`src/rtl/pts_pkg.sv`:
```
// shared constants and controller/datapath interface types for the task scheduler
package pts_pkg;

  localparam int MaxTasksDef = 8;
  localparam int ModeW       = 2;
  localparam int PeriodW     = 16;
  localparam int SlotW       = 3;
  localparam int ResCap      = 8;
  localparam int ResCntW     = $clog2(ResCap + 1);

  localparam logic [ModeW-1:0] MODE_REG  = 2'd0;
  localparam logic [ModeW-1:0] MODE_TICK = 2'd1;
  localparam logic [ModeW-1:0] MODE_DISP = 2'd2;

  localparam logic KIND_REPLY = 1'b0;
  localparam logic KIND_TASK  = 1'b1;

  // commands from the controller
  typedef struct packed {
    logic capture;
    logic do_reg;
    logic do_tick;
    logic do_disp;
  } cmd_t;

  // status back to the controller
  typedef struct packed {
    logic walk_end;
    logic out_free;
  } sts_t;

endpackage

```
`src/rtl/periodic_task_scheduler_top.sv`:
```
// Periodic task scheduler: a table of up to MAX_TASKS slots with reload period,
// down counter and pending flag. in_tuser selects register (0), tick (1) or
// dispatch (2); mode 3 is ignored. One transaction is worked on at a time and
// the slot table is walked one slot per cycle through a single read port
// (a dispatch holds while a pending slot waits on out_tready): register waits
// only for the output register, a tick visits all task_count slots, and a
// dispatch walks them in order and stops early once eight results are out.
// Registration answers with one reply; dispatch emits up to eight pending
// slots in slot order, tlast on the final one, and nothing when none is pending.
module periodic_task_scheduler_top #(
  parameter int MAX_TASKS = pts_pkg::MaxTasksDef
) (
  input  logic        clk,
  input  logic        rst_n,
  input  logic        in_tvalid,
  output logic        in_tready,
  input  logic [15:0] in_tdata,   // period[15:0]
  input  logic [1:0]  in_tuser,   // mode[1:0]
  output logic        out_tvalid,
  input  logic        out_tready,
  output logic [7:0]  out_tdata,  // accepted[0], slot[3:1], zero fill[7:4]
  output logic        out_tuser,  // kind[0]
  output logic        out_tlast
);

  pts_pkg::cmd_t cmd;
  pts_pkg::sts_t sts;

  pts_ctrl u_ctrl (
    .clk       (clk),
    .rst_n     (rst_n),
    .in_tvalid (in_tvalid),
    .in_mode   (in_tuser),
    .in_tready (in_tready),
    .sts       (sts),
    .cmd       (cmd)
  );

  pts_datapath #(
    .MAX_TASKS (MAX_TASKS)
  ) u_datapath (
    .clk        (clk),
    .rst_n      (rst_n),
    .in_period  (in_tdata),
    .cmd        (cmd),
    .sts        (sts),
    .out_tvalid (out_tvalid),
    .out_tready (out_tready),
    .out_tdata  (out_tdata),
    .out_tuser  (out_tuser),
    .out_tlast  (out_tlast)
  );

`ifndef SYNTHESIS
  a_cmd_onehot: assert property (@(posedge clk) disable iff (!rst_n)
    $onehot0({cmd.do_reg, cmd.do_tick, cmd.do_disp}))
    else $error("more than one datapath command active");

  a_idle_no_work: assert property (@(posedge clk) disable iff (!rst_n)
    in_tready |-> !(cmd.do_reg || cmd.do_tick || cmd.do_disp))
    else $error("datapath command while accepting input");

  a_task_not_acc: assert property (@(posedge clk) disable iff (!rst_n)
    (out_tvalid && (out_tuser == pts_pkg::KIND_TASK)) |-> (out_tdata[0] == 1'b0))
    else $error("dispatch result with accepted set");

  a_reply_last: assert property (@(posedge clk) disable iff (!rst_n)
    (out_tvalid && (out_tuser == pts_pkg::KIND_REPLY)) |-> out_tlast)
    else $error("registration reply without tlast");
`endif

endmodule

```
`src/rtl/pts_datapath.sv`:
```
// slot table, walk index and output register of the task scheduler
module pts_datapath #(
  parameter int MAX_TASKS = pts_pkg::MaxTasksDef
) (
  input  logic                       clk,
  input  logic                       rst_n,
  input  logic [pts_pkg::PeriodW-1:0] in_period,
  input  pts_pkg::cmd_t              cmd,
  output pts_pkg::sts_t              sts,
  output logic                       out_tvalid,
  input  logic                       out_tready,
  output logic [7:0]                 out_tdata,
  output logic                       out_tuser,
  output logic                       out_tlast
);

  localparam int CntW = $clog2(MAX_TASKS + 1);
  localparam int IdxW = (MAX_TASKS > 1) ? $clog2(MAX_TASKS) : 1;

  logic [CntW-1:0]                 count_r;
  logic [CntW-1:0]                 idx_r;
  logic [pts_pkg::ResCntW-1:0]     nres_r;
  logic [pts_pkg::PeriodW-1:0]     period_r;
  logic [pts_pkg::PeriodW-1:0]     reload_mem [MAX_TASKS];
  logic [pts_pkg::PeriodW-1:0]     down_mem   [MAX_TASKS];
  logic [MAX_TASKS-1:0]            pend_r;

  logic                            out_valid_r;
  logic                            out_kind_r;
  logic                            out_acc_r;
  logic [pts_pkg::SlotW-1:0]       out_slot_r;
  logic                            out_last_r;

  logic [IdxW-1:0]                 cur;
  logic                            walk_end;
  logic                            out_free;
  logic                            pend_above;
  logic                            reject;
  logic                            reg_fire;
  logic                            tick_fire;
  logic                            disp_emit;
  logic                            disp_skip;

  always_comb begin
    cur        = idx_r[IdxW-1:0];
    walk_end   = (idx_r >= count_r) || (nres_r == pts_pkg::ResCntW'(pts_pkg::ResCap));
    out_free   = !out_valid_r || out_tready;
    reject     = (period_r == '0) || (count_r == CntW'(MAX_TASKS));
    reg_fire   = cmd.do_reg && out_free;
    tick_fire  = cmd.do_tick && !walk_end;
    disp_emit  = cmd.do_disp && !walk_end && pend_r[cur] && out_free;
    disp_skip  = cmd.do_disp && !walk_end && !pend_r[cur];
    // any occupied slot beyond the current one still pending
    pend_above = 1'b0;
    for (int j = 0; j < MAX_TASKS; j++) begin
      if (pend_r[j] && (CntW'(j) > idx_r) && (CntW'(j) < count_r)) begin
        pend_above = 1'b1;
      end
    end
  end

  assign sts.walk_end = walk_end;
  assign sts.out_free = out_free;

  // control state
  always_ff @(posedge clk) begin
    if (!rst_n) begin
      count_r     <= '0;
      idx_r       <= '0;
      nres_r      <= '0;
      out_valid_r <= 1'b0;
    end else begin
      if (cmd.capture) begin
        idx_r  <= '0;
        nres_r <= '0;
      end else if (tick_fire || disp_skip) begin
        idx_r <= idx_r + CntW'(1);
      end else if (disp_emit) begin
        idx_r  <= idx_r + CntW'(1);
        nres_r <= nres_r + pts_pkg::ResCntW'(1);
      end
      if (reg_fire && !reject) begin
        count_r <= count_r + CntW'(1);
      end
      if (reg_fire || disp_emit) begin
        out_valid_r <= 1'b1;
      end else if (out_tready) begin
        out_valid_r <= 1'b0;
      end
    end
  end

  // slot table and result payload
  always_ff @(posedge clk) begin
    if (cmd.capture) begin
      period_r <= in_period;
    end
    if (reg_fire) begin
      out_kind_r <= pts_pkg::KIND_REPLY;
      out_acc_r  <= !reject;
      out_slot_r <= reject ? '0 : pts_pkg::SlotW'(count_r);
      out_last_r <= 1'b1;
      if (!reject) begin
        reload_mem[count_r[IdxW-1:0]] <= period_r;
        down_mem[count_r[IdxW-1:0]]   <= period_r;
        pend_r[count_r[IdxW-1:0]]     <= 1'b0;
      end
    end
    if (tick_fire && (down_mem[cur] != '0)) begin
      // reaching zero reloads and marks the slot pending
      if (down_mem[cur] == pts_pkg::PeriodW'(1)) begin
        down_mem[cur] <= reload_mem[cur];
        pend_r[cur]   <= 1'b1;
      end else begin
        down_mem[cur] <= down_mem[cur] - pts_pkg::PeriodW'(1);
      end
    end
    if (disp_emit) begin
      pend_r[cur] <= 1'b0;
      out_kind_r  <= pts_pkg::KIND_TASK;
      out_acc_r   <= 1'b0;
      out_slot_r  <= pts_pkg::SlotW'(idx_r);
      out_last_r  <= !pend_above ||
                     (nres_r == pts_pkg::ResCntW'(pts_pkg::ResCap - 1));
    end
  end

  assign out_tvalid = out_valid_r;
  assign out_tuser  = out_kind_r;
  assign out_tdata  = {4'b0000, out_slot_r, out_acc_r};
  assign out_tlast  = out_last_r;

endmodule

```
`src/rtl/pts_ctrl.sv`:
```
// controller state machine of the task scheduler
module pts_ctrl (
  input  logic                     clk,
  input  logic                     rst_n,
  input  logic                     in_tvalid,
  input  logic [pts_pkg::ModeW-1:0] in_mode,
  output logic                     in_tready,
  input  pts_pkg::sts_t            sts,
  output pts_pkg::cmd_t            cmd
);

  typedef enum logic [1:0] {
    ST_IDLE,
    ST_REG,
    ST_TICK,
    ST_DISP
  } state_t;

  state_t state_r;
  state_t state_nxt;
  logic   accept;

  assign in_tready = (state_r == ST_IDLE);
  assign accept    = in_tvalid && in_tready;

  always_comb begin
    cmd.capture = accept;
    cmd.do_reg  = (state_r == ST_REG);
    cmd.do_tick = (state_r == ST_TICK);
    cmd.do_disp = (state_r == ST_DISP);
    state_nxt   = state_r;
    case (state_r)
      ST_IDLE: begin
        if (accept) begin
          case (in_mode)
            pts_pkg::MODE_REG:  state_nxt = ST_REG;
            pts_pkg::MODE_TICK: state_nxt = ST_TICK;
            pts_pkg::MODE_DISP: state_nxt = ST_DISP;
            default:            state_nxt = ST_IDLE;
          endcase
        end
      end
      ST_REG: begin
        if (sts.out_free) begin
          state_nxt = ST_IDLE;
        end
      end
      ST_TICK, ST_DISP: begin
        if (sts.walk_end) begin
          state_nxt = ST_IDLE;
        end
      end
      default: state_nxt = ST_IDLE;
    endcase
  end

  always_ff @(posedge clk) begin
    if (!rst_n) begin
      state_r <= ST_IDLE;
    end else begin
      state_r <= state_nxt;
    end
  end

endmodule
```
`config.mk`:
```
export PLATFORM = sky130hd
export DESIGN_NAME = periodic_task_scheduler_top
export DESIGN_NICKNAME = d
export VERILOG_FILES = /design/src/rtl/pts_pkg.sv /design/src/rtl/periodic_task_scheduler_top.sv /design/src/rtl/pts_datapath.sv /design/src/rtl/pts_ctrl.sv
export SDC_FILE = /design/constraint.sdc
export NUM_CORES = 1
export LEC_CHECK = 0
export ABC_AREA = 1
export BUFFER_PORTS_ARGS = -buffer_cell sky130_fd_sc_hd__buf_2
export CORE_ASPECT_RATIO = 2
export CORE_UTILIZATION = 56
export DETAILED_ROUTE_END_ITERATION = 6
export PLACE_DENSITY = 0.75
export SYNTH_ARGS = -nofsm -noshare
export SYNTH_HDL_FRONTEND = slang
export SYNTH_SLANG_ARGS = --single-unit
```
`constraint.sdc`:
```
create_clock -name clk -period 3.1 [get_ports clk]
set_clock_uncertainty 0.05 [all_clocks]
set_input_delay 0.465 -clock clk [delete_from_list [all_inputs] [get_ports clk]]
set_output_delay 0.465 -clock clk [all_outputs]
set_load 0.01 [all_outputs]
```
After elaboration in Yosys (flattened, before gate mapping):

Memory sizes are Yosys's and may differ from the RTL's. A register that Yosys moved wholly into a read port is not among the register bits.
Cells that the tools add are included.

* bits in registers: 45
* RAM bits: 256
* bits of input ports: 22
* word-level logic and storage cells: 158
* memories kept: 2

Memories
* u_datapath.down_mem: words 8, width 16, read ports 1, clocked after Yosys merged registers in 1, wr ports 1, RTL line pts_datapath.sv:25 `logic [pts_pkg::PeriodW-1:0] down_mem [MAX_TASKS];`
* u_datapath.reload_mem: words 8, width 16, read ports 1, clocked after Yosys merged registers in 1, wr ports 1, RTL line pts_datapath.sv:24 `logic [pts_pkg::PeriodW-1:0] reload_mem [MAX_TASKS];`

* add/sub/neg operators: 4
* order comparisons: 21
* equal/unequal tests: 12
* mux-type cells: 50
* bitwise operators: 8
* reduce and logical (&&, ||, !) cells: 50

Operator list (number)
* 8-bit two-way mux: 5
* 16-bit two-way mux: 2
* 1-bit logical AND: 27
* 1-bit two-way mux: 25
* 3-bit two-way mux: 8
* 8-bit AND: 2
* 16-bit by 1-bit == test with 1-bit output (second input constant): 1
* 3-bit by 4-bit > comparator with 1-bit output (first input constant): 4
* 16-bit zero test: 1
* 3-bit by 4-bit < comparator with 1-bit output (first input constant): 4
* 8-bit NOT: 2
* 16-bit nonzero test: 1
* 16-bit OR reduction: 1
* 16-bit by 1-bit subtractor with 16-bit output (second input constant): 1
* 4-bit by 1-bit adder with 4-bit output (second input constant): 3
* 2-bit case mux with 3 select lines: 2
* 4-bit == test (second input constant): 2
* 1-bit by 4-bit > comparator with 1-bit output (first input constant): 2
* 2-bit by 4-bit > comparator with 1-bit output (first input constant): 2
* 1-bit by 4-bit < comparator with 1-bit output (first input constant): 2
* 2-bit by 4-bit < comparator with 1-bit output (first input constant): 2
* 3-bit by 4-bit < comparator with 1-bit output (second input constant): 2
* 4-bit two-way mux: 2
* 8-bit bitwise OR: 1
* 19 further kinds: 41

Longest topological paths before layout:

* depth in word-level cells: 14
* mapped depth: 18

Hierarchy:

From an unflattened synthesis, not the netlist that was laid out.

* cells, all modules: 1773
* area total of the unflattened synthesis: 15438.6 um^2

By module, submodules not included
* pts_datapath: times used 1, cells each 1739, area an instance 15238.4 um^2, seq. area each 8808.4 um^2
* pts_ctrl: times used 1, cells each 34, area an instance 200.2 um^2, seq. area each 40.0 um^2

Worst setup path after synthesis:

No wires, ideal clock.

* path type: flip-flop to flip-flop
* from: register with a tool-made name
* to: memory u_datapath.down_mem[2][0] (netlist name), enable pin
* library setup time: 388 ps
* data arrival time: 2862 ps
* required time: 2662 ps
* slack: -200 ps
* cell stages (with the launch flop): 18
* buffers on the path: 3
* period minus slack after synthesis: 3300 ps
* cell sequence: dfxtp_1 -> inv_2 -> buf_2 -> buf_2 -> nor2_1 -> o21ai_0 -> nand3_1 -> o21ai_1 -> ha_1 -> nand3_2 -> nor2_4 -> nand2_4 -> nand2_8 -> buf_8 -> nand2_2 -> nand2_2 -> nand2_1 -> nor2_1

RTL lines (RTL line)
* end, declared: pts_datapath.sv:25

==> results.ini <==
[floorplanning]
dieHeight_um = 224
die_width_um = 113
fp.coreArea_um2 = 23900
placementRows = 80
io_pins = 34
start_util = 0.574
die_area_um2 = 25200

[global_route]
grt_antenna_before_repair = 0
grtUsageTotal = 0.260
first_global_vias = 9827
grt_start_max_net_pins = 65
grt_overflow = 0
grt_pass1_wl_um = 49900

[critical_path]
critical_setup_path_kind = reg -> reg
critical_path.reg2reg.endpoint = u_datapath.down_mem[3][12]
worst_ep_required_time_ns = 3.29
critPathMaxStageDelay_ns = 0.42
rrSetupSlack_ns = 0.17
critical_path.cell_chain = clkinv_2 -> buf_12 -> o21ai_1 -> nand3_1 -> o21ai_1 -> ha_2 -> nand3_2 -> nor2_4 -> nand2_4 -> nand2_8 -> nand2_1 -> nand2_1 -> nand2_1 -> nor2_1 -> buf_12
worstRegToRegCells = 15
end_kind = flip-flop
cp.depth = 15
cp_top_family = simple AND/OR/NAND/NOR gates
cp_data_arrival_time_ns = 3.12
timing_endpoint_of_the_critical_path = u_datapath.down_mem[3][12]
cp_num_buf_inv = 3
crit_slowest_cell = dfxtp_4
cp-start-kind = flip-flop
critical_path.max_fanout = 53
timing.critical_path.mode_cell = nand2_1

[timing]
layout_min_cycle_time_ns = 2.93
slew_headroom = 0.534
setup_total_negative_slack_ns = 0
finalHoldViolations = 0
setup_violations = 0
min_period_over_period = 0.944
rsz0062_at_grt = yes
maxClockFrequency_ghz = 0.342
drv_slew = 0
tightestPinTransition_ns = 0.699
final.setup.worst_slack_ns = 0.175

[pwr]
p_leak_nw = 6.30
finalPower_mw = 8.59
peakVddDrop_v = 0.000703
power.density_nw_per_um2 = 554

[drt]
drt_first_pass_iters = 7
detailroute.via_count = 9903
ant_nets = 0
avgRoutedWirePerCell_um = 18.4
post_drt_via_cell_ratio = 5.69
drt_iter0_markers = 643
drc = 0
drt-total-wl_um = 32100

[yosys]
synth.yosys.seq_area_share = 0.644
synth_area_leaders = edfxtp_1 60%, nand2_1 11%, dfxtp_1 4.1%
synth.distinct_cells = 41
synth-main-ff-cell = edfxtp_1
synthArstFlopShare = 0
synth_top_area_frac = 0.603
yosysWarnings = 0
syn_area_per_cell_um2 = 10.1
synth_edf_count = 276
synthTopCellsByCount = 390 x nand2_1, 276 x edfxtp_1, 138 x inv_1
yosys.area.top_type = edfxtp_1
ys_seq_elements = 304
post_synth_instance_area_um2 = 13700
syn_inst = 1365
most_frequently_used_cell_type_in_the_post_synthesis_netlist = nand2_1

[clock_tree]
cts_hold_buf = 0
cts-buffers-inserted = 24
cts.htree.levels = 1
cts_max_path_buffers = 3
cts.root.buffer_cell = clkbuf_16
clock_insertion_delay_worst_skew_ns = 0.54
cts.sinks = 304
path_clk_slew_ns = 0.07
tritoncts = built

[final_layout]
diodes = 0
drive_above_1_share = 0.131
design.final.nets = 1473
finish.utilization = 0.648
areaGrowthSynthToFinish_pct = 12.8

[outcome]
outcome = finished clean

[hold_path]
hold_path.class = in -> reg

[placed_design]
gp_weighted_congestion = 0.918
post-place-ws_ns = 0.0634
detailed_place_hpwl_um = 21600
port_buffer_cells = 29

[run]
maxCapViolations = 0

[metal layers]
layer | vias up | GRT usage | share of wire
met5 | - | 0 | 0
met4 | 0 | 0.151 | 0.051
met3 | 106 | 0.0293 | 0.055
met2 | 374 | 0.485 | 0.55
met1 | 4697 | 0.280 | 0.35
li1 | 4726 | - | -
[how the worst min path moves through the flow]
stage	start	to	slack, ns	cells after the start
finish	in_tdata[7]	u_datapath.period_r[7]	0.06	1
global route	in_tdata[2]	u_datapath.period_r[2]	0.04	1
CTS	in_tdata[2]	u_datapath.period_r[2]	0.04	1
detailed placement	u_datapath.out_tuser	u_datapath.out_tuser	0.40	2
global placement	u_datapath.out_tuser	u_datapath.out_tuser	0.39	2
floorplan	u_datapath.nres_r[3]	u_datapath.nres_r[3]	0.40	2
[flip-flops by register name (all words and copies together) (netlist names), named ones only]
| name | cells |
|---|---|
| u_datapath.down_mem | 128 |
| u_datapath.reload_mem | 128 |
| u_datapath.period_r | 16 |
| u_datapath.pend_r | 8 |
| u_datapath.count_r | 4 |
| u_datapath.idx_r | 4 |
| u_datapath.nres_r | 4 |
| u_datapath.out_slot_r | 3 |
| u_ctrl.state_r | 2 |
| u_datapath.out_acc_r | 1 |
| u_datapath.out_tlast | 1 |
| u_datapath.out_tuser | 1 |
| u_datapath.out_tvalid | 1 |
[stage by stage]
| step | cells | hold slack, ns | instance area [um^2] |
|---|---|---|---|
| after floorplan | 1368 | 0.395 | 13800 |
| after global placement | 1692 | 0.393 | 14600 |
| after detailed placement | 1692 | 0.401 | 14600 |
| after CTS | 1736 | 0.0399 | 15400 |
| after global routing | 1741 | 0.0389 | 15500 |
| final | 1741 | 0.0552 | 15500 |
[repair_timing]
| item | in CTS | in global routing |
|---|---|---|
| gates resized for setup | 0 | 19 |
| endpoints found under the hold margin | 0 | 0 |
| setup buffers | 0 | 3 |
| endpoints found under the setup margin | 0 | 248 |
[worst register-to-register path: stages, from the launching register on]
cell      delay, ns
dfxtp_4        0.42
clkinv_2       0.10
buf_12         0.19
o21ai_1        0.18
nand3_1        0.10
o21ai_1        0.13
ha_2           0.24
nand3_2        0.14
nor2_4         0.18
nand2_4        0.13
nand2_8        0.15
nand2_1        0.08
nand2_1        0.08
nand2_1        0.07
nor2_1         0.17
buf_12         0.20
[final cells by class]
type                       count  area, um^2
sequential                   304        8850
inverter                     142         534
clock inverter                13         133
timing repair buffer         104         870
clock buffer                  31         678
fill                        1804        8430
multi-input combinational    860        4070
tap                          287         359
[cell families after synthesis]
group / Yosys count / share of synthesized area
buffers and inverters: 205 / 0.0642
other: 1 / 0.000273
AND/OR/NAND/NOR: 667 / 0.203
AO/OA/AOI/OAI: 166 / 0.0706
adder cells (fa/ha/maj): 15 / 0.0137
flip-flops: 304 / 0.644
XOR/XNOR: 7 / 0.00446
[cell usage in the layout, fill, tap and decap left out, drive strengths merged, types with 2 or more instances in the layout]
cell type / n
a21oi: 76
a221oi: 26
a32o: 2
buf: 104
bufinv: 2
clkbuf: 31
clkinv: 6
clkinvlp: 6
conb: 4
dfxtp: 28
edfxtp: 276
ha: 15
inv: 141
nand2: 398
nand3: 99
nand3b: 4
nand4: 5
nor2: 138
nor3: 6
nor4: 4
o2111ai: 2
o211ai: 2
o21ai: 48
o22ai: 6
or2: 13
xnor2: 2
xor2: 5
[power by group]
part / switching [mW] / total, mW / internal [mW] / leakage [nW]
registers: 0.0828 / 4.75 / 4.66 / 2.73
logic: 0.470 / 0.721 / 0.251 / 3.20
clock network: 1.40 / 3.12 / 1.72 / 0.380
total: 1.95 / 8.59 / 6.64 / 6.30
Power figures use the tool's default switching activity.
